## src/rtl/rzbp_pkg.sv

```systemverilog
package rzbp_pkg;

  localparam int ZONE_TOTAL_DEF = 676;
  localparam int QUEUE_DEPTH    = 4;
  localparam int DESC_BITS      = 26;

  localparam logic [2:0] HEADER_BYTES = 3'd6;
  localparam logic [7:0] XLO_BIAS     = 8'd128;

  localparam logic       KIND_ZONE    = 1'b0;
  localparam logic       KIND_SUMMARY = 1'b1;

  localparam logic [1:0] STATUS_OK    = 2'd0;
  localparam logic [1:0] STATUS_SHORT = 2'd1;
  localparam logic [1:0] STATUS_TRUNC = 2'd2;

  // byte class assigned by the front end
  typedef enum logic [2:0] {
    TAG_SKIP = 3'd0,
    TAG_XHI  = 3'd1,
    TAG_XLO  = 3'd2,
    TAG_ZHI  = 3'd3,
    TAG_ZLO  = 3'd4,
    TAG_BODY = 3'd5
  } tag_t;

  typedef struct packed {
    tag_t       tag;
    logic [7:0] data;
    logic       last;
  } qword_t;

  typedef struct packed {
    logic        kind;
    logic [9:0]  zone_index;
    logic        present;
    logic [1:0]  rotation;
    logic [10:0] src_z;
    logic [9:0]  src_x;
    logic [1:0]  src_level;
    logic [15:0] base_x;
    logic [15:0] base_z;
    logic [9:0]  present_count;
    logic [15:0] key_total;
    logic [1:0]  status;
  } rec_t;

endpackage

```

## src/rtl/rzbp_front.sv

```systemverilog
module rzbp_front
  import rzbp_pkg::*;
(
  input  logic       clk,
  input  logic       rst,
  input  logic       in_valid,
  output logic       in_ready,
  input  logic [7:0] byte_in,
  input  logic       is_last,
  output logic       push_valid,
  output qword_t     push_word,
  input  logic       push_ready
);

  logic [2:0] pos;
  tag_t       tag;

  assign in_ready   = push_ready;
  assign push_valid = in_valid;

  always_comb begin
    case (pos)
      3'd2:    tag = TAG_XHI;
      3'd3:    tag = TAG_XLO;
      3'd4:    tag = TAG_ZHI;
      3'd5:    tag = TAG_ZLO;
      3'd0,
      3'd1:    tag = TAG_SKIP;
      default: tag = TAG_BODY;
    endcase
  end

  assign push_word.tag  = tag;
  assign push_word.data = byte_in;
  assign push_word.last = is_last;

  // position within the packet, saturates once past the header
  always_ff @(posedge clk) begin
    if (rst) begin
      pos <= 3'd0;
    end else if (in_valid && push_ready) begin
      if (is_last) begin
        pos <= 3'd0;
      end else if (pos != HEADER_BYTES) begin
        pos <= pos + 3'd1;
      end
    end
  end

endmodule

```

## src/rtl/rzbp_queue.sv

```systemverilog
module rzbp_queue
  import rzbp_pkg::*;
(
  input  logic   clk,
  input  logic   rst,
  input  logic   push_valid,
  output logic   push_ready,
  input  qword_t push_word,
  output logic   pop_valid,
  input  logic   pop_ready,
  output qword_t pop_word
);

  localparam int PW = $clog2(QUEUE_DEPTH);
  localparam logic [PW:0] FULL = (PW + 1)'(QUEUE_DEPTH);

  qword_t        mem [QUEUE_DEPTH];
  logic [PW-1:0] wptr;
  logic [PW-1:0] rptr;
  logic [PW:0]   count;
  logic          do_push;
  logic          do_pop;

  assign push_ready = (count != FULL);
  assign pop_valid  = (count != '0);
  assign pop_word   = mem[rptr];
  assign do_push    = push_valid && push_ready;
  assign do_pop     = pop_valid && pop_ready;

  always_ff @(posedge clk) begin
    if (do_push) begin
      mem[wptr] <= push_word;
    end
  end

  always_ff @(posedge clk) begin
    if (rst) begin
      wptr  <= '0;
      rptr  <= '0;
      count <= '0;
    end else begin
      if (do_push) begin
        wptr <= wptr + PW'(1);
      end
      if (do_pop) begin
        rptr <= rptr + PW'(1);
      end
      if (do_push && !do_pop) begin
        count <= count + (PW + 1)'(1);
      end else if (do_pop && !do_push) begin
        count <= count - (PW + 1)'(1);
      end
    end
  end

endmodule

```

## src/rtl/rzbp_back.sv

```systemverilog
module rzbp_back
  import rzbp_pkg::*;
#(
  parameter int ZONE_TOTAL = ZONE_TOTAL_DEF
) (
  input  logic   clk,
  input  logic   rst,
  input  logic   pop_valid,
  output logic   pop_ready,
  input  qword_t pop_word,
  output logic   out_valid,
  input  logic   out_ready,
  output rec_t   out_rec
);

  localparam logic [10:0] ZT        = 11'(ZONE_TOTAL);
  localparam logic [4:0]  DESC_LAST = 5'(DESC_BITS - 1);

  typedef enum logic [2:0] {
    W_IDLE = 3'b001,
    W_BITS = 3'b010,
    W_SUM  = 3'b100
  } work_t;

  typedef enum logic [4:0] {
    P_HEAD  = 5'b00001,
    P_FLAG  = 5'b00010,
    P_DESC  = 5'b00100,
    P_COUNT = 5'b01000,
    P_KEYS  = 5'b10000
  } phase_t;

  work_t       work, work_next;
  phase_t      phase, phase_next;
  logic [15:0] hdr_x, hdr_x_next;
  logic [15:0] hdr_z, hdr_z_next;
  logic [25:0] acc, acc_next;
  logic [4:0]  taken, taken_next;
  logic [9:0]  zone, zone_next;
  logic [9:0]  ptotal, ptotal_next;
  logic [15:0] cword, cword_next;
  logic [1:0]  cbt, cbt_next;
  logic [7:0]  shreg, shreg_next;
  logic [2:0]  bitn, bitn_next;
  logic        last_r, last_next;
  logic        out_valid_next;
  rec_t        out_rec_next;

  logic        slot_free;
  logic        emit;
  rec_t        rec;
  logic        cur_bit;
  logic [25:0] acc_sh;
  logic [10:0] zone_inc;
  logic        zones_done;
  logic        need_rec;
  logic        end_byte;
  logic        go_bits;

  assign slot_free  = !out_valid || out_ready;
  assign cur_bit    = shreg[7];
  assign acc_sh     = {acc[24:0], cur_bit};
  assign zone_inc   = {1'b0, zone} + 11'd1;
  assign zones_done = (zone_inc >= ZT);

  always_comb begin
    work_next   = work;
    phase_next  = phase;
    hdr_x_next  = hdr_x;
    hdr_z_next  = hdr_z;
    acc_next    = acc;
    taken_next  = taken;
    zone_next   = zone;
    ptotal_next = ptotal;
    cword_next  = cword;
    cbt_next    = cbt;
    shreg_next  = shreg;
    bitn_next   = bitn;
    last_next   = last_r;
    pop_ready   = 1'b0;
    emit        = 1'b0;
    rec         = '0;
    need_rec    = 1'b0;
    end_byte    = 1'b0;
    go_bits     = 1'b0;

    case (work)
      W_IDLE: begin
        if (pop_valid) begin
          pop_ready = 1'b1;
          last_next = pop_word.last;
          case (pop_word.tag)
            TAG_XHI: hdr_x_next = {pop_word.data, 8'h00};
            TAG_XLO: hdr_x_next[7:0] = pop_word.data - XLO_BIAS;
            TAG_ZHI: hdr_z_next = {pop_word.data, 8'h00};
            TAG_ZLO: begin
              hdr_z_next[7:0] = pop_word.data;
              phase_next      = P_FLAG;
            end
            TAG_BODY: begin
              case (phase)
                P_FLAG, P_DESC: begin
                  go_bits    = 1'b1;
                  shreg_next = pop_word.data;
                  bitn_next  = 3'd0;
                  work_next  = W_BITS;
                end
                P_COUNT: begin
                  cword_next = {cword[7:0], pop_word.data};
                  cbt_next   = cbt + 2'd1;
                  if (cbt == 2'd1) begin
                    phase_next = P_KEYS;
                  end
                end
                default: ;
              endcase
            end
            default: ;
          endcase
          if (pop_word.last && !go_bits) begin
            work_next = W_SUM;
          end
        end
      end

      W_BITS: begin
        need_rec = (phase == P_FLAG && !cur_bit) ||
                   (phase == P_DESC && taken == DESC_LAST);
        if (!need_rec || slot_free) begin
          shreg_next = {shreg[6:0], 1'b0};
          bitn_next  = bitn + 3'd1;
          end_byte   = (bitn == 3'd7);
          case (phase)
            P_FLAG: begin
              if (cur_bit) begin
                phase_next = P_DESC;
                acc_next   = '0;
                taken_next = '0;
              end else begin
                emit           = 1'b1;
                rec.kind       = KIND_ZONE;
                rec.zone_index = zone;
                zone_next      = zone_inc[9:0];
                phase_next     = zones_done ? P_COUNT : P_FLAG;
                if (zones_done) begin
                  end_byte = 1'b1;
                end
              end
            end
            P_DESC: begin
              acc_next   = acc_sh;
              taken_next = taken + 5'd1;
              if (taken == DESC_LAST) begin
                emit           = 1'b1;
                rec.kind       = KIND_ZONE;
                rec.zone_index = zone;
                rec.present    = 1'b1;
                rec.rotation   = acc_sh[2:1];
                rec.src_z      = acc_sh[13:3];
                rec.src_x      = acc_sh[23:14];
                rec.src_level  = acc_sh[25:24];
                ptotal_next    = ptotal + 10'd1;
                acc_next       = '0;
                taken_next     = '0;
                zone_next      = zone_inc[9:0];
                phase_next     = zones_done ? P_COUNT : P_FLAG;
                if (zones_done) begin
                  end_byte = 1'b1;
                end
              end
            end
            default: ;
          endcase
          if (end_byte) begin
            work_next = last_r ? W_SUM : W_IDLE;
          end
        end
      end

      W_SUM: begin
        if (slot_free) begin
          emit     = 1'b1;
          rec.kind = KIND_SUMMARY;
          if (phase == P_HEAD) begin
            rec.status = STATUS_SHORT;
          end else begin
            rec.base_x        = hdr_x;
            rec.base_z        = hdr_z;
            rec.present_count = ptotal;
            if (phase == P_FLAG || phase == P_DESC) begin
              rec.status = STATUS_TRUNC;
            end else begin
              rec.status = STATUS_OK;
              if (cbt == 2'd2) begin
                rec.key_total = cword;
              end
            end
          end
          // back to the start-of-packet state
          phase_next  = P_HEAD;
          hdr_x_next  = '0;
          hdr_z_next  = '0;
          acc_next    = '0;
          taken_next  = '0;
          zone_next   = '0;
          ptotal_next = '0;
          cword_next  = '0;
          cbt_next    = '0;
          work_next   = W_IDLE;
        end
      end

      default: work_next = W_IDLE;
    endcase

    if (emit) begin
      out_valid_next = 1'b1;
      out_rec_next   = rec;
    end else begin
      out_valid_next = out_valid && !out_ready;
      out_rec_next   = out_rec;
    end
  end

  always_ff @(posedge clk) begin
    if (rst) begin
      work      <= W_IDLE;
      phase     <= P_HEAD;
      hdr_x     <= '0;
      hdr_z     <= '0;
      acc       <= '0;
      taken     <= '0;
      zone      <= '0;
      ptotal    <= '0;
      cword     <= '0;
      cbt       <= '0;
      out_valid <= 1'b0;
    end else begin
      work      <= work_next;
      phase     <= phase_next;
      hdr_x     <= hdr_x_next;
      hdr_z     <= hdr_z_next;
      acc       <= acc_next;
      taken     <= taken_next;
      zone      <= zone_next;
      ptotal    <= ptotal_next;
      cword     <= cword_next;
      cbt       <= cbt_next;
      out_valid <= out_valid_next;
    end
  end

  always_ff @(posedge clk) begin
    shreg   <= shreg_next;
    bitn    <= bitn_next;
    last_r  <= last_next;
    out_rec <= out_rec_next;
  end

endmodule

```

## src/rtl/region_zone_bitfield_parser_unit.sv

```systemverilog
// Channel  Handshake            Word
// input    in_valid / in_ready  byte_in, is_last
// output   out_valid / out_ready  record_kind .. status (12 fields)
//
// Header, count and key bytes are taken in the idle state; a bit-section byte is
// loaded there, then decoded one bit per cycle by the serial bit decoder unless a
// record step stalls. A packet's summary record follows its last byte.
// A four-word queue lets the input keep accepting while the decoder works.
// rst is synchronous; it empties the queue and returns the parser to the header.
// A bit step that produces a record waits while the output register is full.
module region_zone_bitfield_parser_unit
  import rzbp_pkg::*;
#(
  parameter int ZONE_TOTAL = ZONE_TOTAL_DEF
) (
  input  logic        clk,
  input  logic        rst,
  input  logic        in_valid,
  output logic        in_ready,
  input  logic [7:0]  byte_in,
  input  logic        is_last,
  output logic        out_valid,
  input  logic        out_ready,
  output logic        record_kind,
  output logic [9:0]  zone_index,
  output logic        zone_present,
  output logic [1:0]  rotation,
  output logic [10:0] source_zone_z,
  output logic [9:0]  source_zone_x,
  output logic [1:0]  source_level,
  output logic [15:0] base_zone_x,
  output logic [15:0] base_zone_z,
  output logic [9:0]  present_count,
  output logic [15:0] key_total,
  output logic [1:0]  status
);

  logic   push_valid;
  logic   push_ready;
  qword_t push_word;
  logic   pop_valid;
  logic   pop_ready;
  qword_t pop_word;
  rec_t   rec;

  rzbp_front u_front (
    .clk        (clk),
    .rst        (rst),
    .in_valid   (in_valid),
    .in_ready   (in_ready),
    .byte_in    (byte_in),
    .is_last    (is_last),
    .push_valid (push_valid),
    .push_word  (push_word),
    .push_ready (push_ready)
  );

  rzbp_queue u_queue (
    .clk        (clk),
    .rst        (rst),
    .push_valid (push_valid),
    .push_ready (push_ready),
    .push_word  (push_word),
    .pop_valid  (pop_valid),
    .pop_ready  (pop_ready),
    .pop_word   (pop_word)
  );

  rzbp_back #(
    .ZONE_TOTAL (ZONE_TOTAL)
  ) u_back (
    .clk       (clk),
    .rst       (rst),
    .pop_valid (pop_valid),
    .pop_ready (pop_ready),
    .pop_word  (pop_word),
    .out_valid (out_valid),
    .out_ready (out_ready),
    .out_rec   (rec)
  );

  assign record_kind   = rec.kind;
  assign zone_index    = rec.zone_index;
  assign zone_present  = rec.present;
  assign rotation      = rec.rotation;
  assign source_zone_z = rec.src_z;
  assign source_zone_x = rec.src_x;
  assign source_level  = rec.src_level;
  assign base_zone_x   = rec.base_x;
  assign base_zone_z   = rec.base_z;
  assign present_count = rec.present_count;
  assign key_total     = rec.key_total;
  assign status        = rec.status;

endmodule

```

## config.mk

```make
export PLATFORM = sky130hd
export DESIGN_NAME = region_zone_bitfield_parser_unit
export DESIGN_NICKNAME = d
export VERILOG_FILES = /design/src/rtl/rzbp_pkg.sv /design/src/rtl/rzbp_front.sv /design/src/rtl/rzbp_queue.sv /design/src/rtl/rzbp_back.sv /design/src/rtl/region_zone_bitfield_parser_unit.sv
export SDC_FILE = /design/constraint.sdc
export NUM_CORES = 1
export LEC_CHECK = 0
export CORE_MARGIN = 2
export CORE_UTILIZATION = 55
export DETAILED_ROUTE_END_ITERATION = 6
export DONT_BUFFER_PORTS = 1
export GPL_ROUTABILITY_DRIVEN = 0
export GPL_TIMING_DRIVEN = 0
export PLACE_DENSITY = 0.67
export SLEW_MARGIN = 20
export SYNTH_ARGS = -nofsm -noshare
export SYNTH_HDL_FRONTEND = slang
export SYNTH_HIERARCHICAL = 1
export SYNTH_SLANG_ARGS = --single-unit
```

## constraint.sdc

```tcl
create_clock -name clk -period 9.8 [get_ports clk]
set_input_delay 1.96 -clock clk [delete_from_list [all_inputs] [get_ports clk]]
set_output_delay 1.96 -clock clk [all_outputs]
set_load 0.1 [all_outputs]
```

==> results.tsv <==
stage	metric	value	unit
outcome	status	completed	
floorplan	io_pins	112	
worst_setup_path	rr_worst_depth	10	
place	place_hpwl	15.8	mm
timing	tns	0	ps
yosys	synthXorXnorAreaFrac	1.45	%
cts	cts.repair.resized	0	
layout	regArea	0.00714	mm2
global_route	grt_pass1_wl	36.4	mm
worst_setup_path	crit_chain	nor2b_1, clkbuf_1, o22ai_1, and2_1, and2_1, clkbuf_1, clkbuf_1, nand3_1, a21oi_1	
cts	clkTransAtPathRegs	60	ps
yosys	synthTopCellsByArea	edfxtp_1 (41%), dfxtp_1 (21%), and2_1 (5.7%)	
route	drc_errors	0	
power_and_ir_drop	p_leak	0.00436	uW
worst_setup_path	slowest_delay	400	ps
worst_setup_path	crit_family	buffers and inverters	
layout	multi_input_area	0.00391	mm2
worst_setup_path	path_max_fanout	10	
power_and_ir_drop	peakVddDrop	0.157	mV
cts	cts_buffers	29	
cts	hold_buffers	0	
yosys	synth_fa_ha_area_share	2.03	%
layout	diodes	0	
run	cap_violations	0	
worst_setup_path	cp_common_cell	clkbuf_1	
timing	slew_headroom	26.3	%
worst_setup_path	rr_endpoint	u_back/cword[14]$_SDFFE_PP0P_	
yosys	netlist.area_leader.share	41.1	%
global_route	gr-total-overflow	0	
yosys	yosysSeqAreaShare	62.3	%
worst_setup_path	required	10260	ps
yosys	synth_top_family_by_area	simple AND/OR/NAND/NOR gates	
global_route	grt_pass1_vias	7011	
route	ant_nets	0	
yosys	avgSynthCellArea	11.3	um2
global_route	grt_antenna_before_repair	0	
power_and_ir_drop	power_density	259	mW/mm2
worst_setup_path	startpoint	out_ready	
worst_setup_path	worstPathArrival	3990	ps
timing	setup_violations	0	
layout	nets	1075	
yosys	synth_cell_types	72	
yosys	synth_compound_gate_area_share	9.19	%
route	drt_iter0_markers	411	
timing	slew_viol_final	0	
floorplan	die_x	148	um
worst_setup_path	path_buf_inv	3	
route	dr.pass1.iters	7	
worst_setup_path	critical_path_class	in -> reg	
floorplan	fp-row-count	52	
cts	cts_root_buffer	clkbuf_16	
worst_setup_path	cp_slowest_cell	clkbuf_1	
yosys	yosys_register_bits	278	
yosys	muxShareOfSynthArea	3.00	%
yosys	synthesis.area	0.0115	mm2
worst_setup_path	r2r_slack	6640	ps
place	portBuffers	0	
timing	period_needed	3520	ps
yosys	synth_flop_cell	edfxtp_1	
yosys	yosysWarnings	6	
floorplan	die_height	148	um
route	vias_per_cell	5.58	
global_route	grt_max_degree	72	
min_path	hp-class	reg -> reg	
timing	fmax	284	MHz
timing	worstMarginPinSlew	1110	ps
power_and_ir_drop	power	3320	uW
route	wl_per_cell	17.2	um
timing	period_share	35.9	%
layout	area_growth	11.8	%
cts	cts_tree	built	
yosys	synthCells	1012	
floorplan	start_util	56.3	%
cts	cts.sinks	278	
worst_setup_path	cp-start-kind	input pin	
cts	clock_path_buffers	3	
yosys	syn-num-nets	1043	
worst_setup_path	cp-end-kind	flip-flop	
global_route	track_usage	20.6	%
layout	final_cell_mix	edfxtp_1 (157), nand2_1 (130), dfxtp_1 (121)	
layout	drive_gt1_share	9.47	%
cts	htree_levels	1	
yosys	synth_edf_count	157	
timing	rsz0062_at_grt	false	
worst_setup_path	crit_cells	9	
layout	final_common_cell	edfxtp_1	
cts	cts_setup_buffers	0	
yosys	synth-simple-area-share	18.4	%
cts	clock_latency	540	ps
layout	fillCellCount	1599	
timing	skew	15.9	ps
route	vias	7453	
route	wirelength	23.0	mm
timing	finalHoldViolCount	0	
floorplan	dieArea	0.0220	mm2
yosys	synthArstFlopShare	0	%
yosys	synth_top_area_cell	edfxtp_1	
floorplan	core_area	0.0204	mm2
worst_setup_path	endpoint	u_back/cword[14]$_SDFFE_PP0P_	
==> Yosys cell counts (3+ instances only) <==
cell type / number
ha_1: 17
buf_6: 4
or3_1: 9
a21oi_1: 69
a311oi_1: 5
dfxtp_1: 121
xnor2_1: 9
nor2_1: 87
a31oi_1: 18
a41oi_1: 3
inv_1: 15
nor2b_1: 5
buf_4: 12
a211oi_1: 3
nor3b_1: 3
clkbuf_1: 47
nand4_1: 9
inv_2: 4
mux4_2: 10
xor2_1: 10
edfxtp_1: 157
and3_1: 8
a21oi_2: 10
o221ai_1: 3
and2_1: 104
nand3_1: 42
mux2i_1: 4
nand4b_1: 4
buf_1: 3
nor3_1: 8
o21ai_1: 3
o21ai_0: 17
nand2b_1: 8
o22ai_1: 3
buf_2: 5
nand2_1: 130
==> layout make-up <==
class | instances | area share, %
Inverter | 19 | 0.596
Tap cell | 270 | 2.64
Multi-Input combinational cell | 644 | 30.5
Sequential cell | 278 | 55.7
Clock buffer | 37 | 6.13
Clock inverter | 16 | 1.51
Buffer | 71 | 2.71
Timing Repair Buffer | 1 | 0.215
==> where the power goes <==
part	switching, uW	internal, uW
Combinational	367	183
Sequential	299	1360
Clock	439	672
==> how the worst min path moves through the flow <==
stage,start,to,slack [ps],cells after the start
final,u_back/hdr_z[12]$_SDFFE_PP0P_,u_back/hdr_z[12]$_SDFFE_PP0P_,450,2
after global placement,u_back/hdr_z[13]$_SDFFE_PP0P_,u_back/hdr_z[13]$_SDFFE_PP0P_,440,2
after CTS,u_back/cword[15]$_SDFFE_PP0P_,u_back/cword[15]$_SDFFE_PP0P_,450,2
after global routing,u_back/cword[15]$_SDFFE_PP0P_,u_back/cword[15]$_SDFFE_PP0P_,470,2
after detailed placement,u_back/cword[15]$_SDFFE_PP0P_,u_back/cword[15]$_SDFFE_PP0P_,440,2
after floorplan,u_back/cword[10]$_SDFFE_PP0P_,u_back/cword[10]$_SDFFE_PP0P_,430,2
==> worst reg2reg max path, cell delays in order (launching register included) <==
cell and delay [ps]:
dfxtp_1 400, buf_6 210, mux4_2 570, nor2b_1 220, nand2_1 170, o21ai_0 320
and2_1 170, clkbuf_1 310, clkbuf_1 410, nand3_1 140, a21oi_1 160
==> per-layer routing <==
metal	part of all wire [%]	global-route usage (%)	vias up
met2	50	35.9	178
met4	2.2	5.90	0
met5	0	0	-
met3	4.7	3.59	42
met1	43	26.5	3608
li1	-	-	3625
==> registers in the layout, indices dropped and copies added (netlist names), named ones only <==
| signal | cells |
|---|---|
| u_back/out_rec | 97 |
| u_queue/mem | 48 |
| u_back/acc | 25 |
| u_back/cword | 16 |
| u_back/hdr_x | 16 |
| u_back/hdr_z | 16 |
| u_back/ptotal | 10 |
| u_back/zone | 10 |
| u_back/shreg | 8 |
| u_back/phase | 5 |
| u_back/taken | 5 |
| u_back/bitn | 3 |
| u_back/work | 3 |
| u_front/pos | 3 |
| u_queue/count | 3 |
| u_back/cbt | 2 |
| u_queue/rptr | 2 |
| u_queue/wptr | 2 |
| u_back/last_r | 1 |
| u_back/out_valid | 1 |
==> through the flow <==
stage | area [um2] | cells | utilization (%) | setup WS (ps) | hold slack (ps)
2_1_floorplan | 11500 | 1012 | - | 5810 | 427
3_3_place_gp | 11800 | 1282 | 58.0 | 5070 | 439
3_5_place_dp | 11800 | 1283 | 58.1 | 5770 | 443
4_1_cts | 12800 | 1336 | 62.9 | 6250 | 451
5_1_grt | 12800 | 1336 | 62.9 | 6140 | 471
6_report | 12800 | 1336 | 62.9 | 6280 | 450
==> cell families (layout without fill, tap and decap cells) <==
kind of cell | after synthesis | after routing
and+or+nand+nor | 429 | 429
DFF | 278 | 278
AOI/OAI and AO/OA | 160 | 160
buffers and inverters | 90 | 144
xor gates and xnor gates | 19 | 19
adders and majority gates | 18 | 18
muxes | 18 | 18
(Power assumes the default switching activity.)
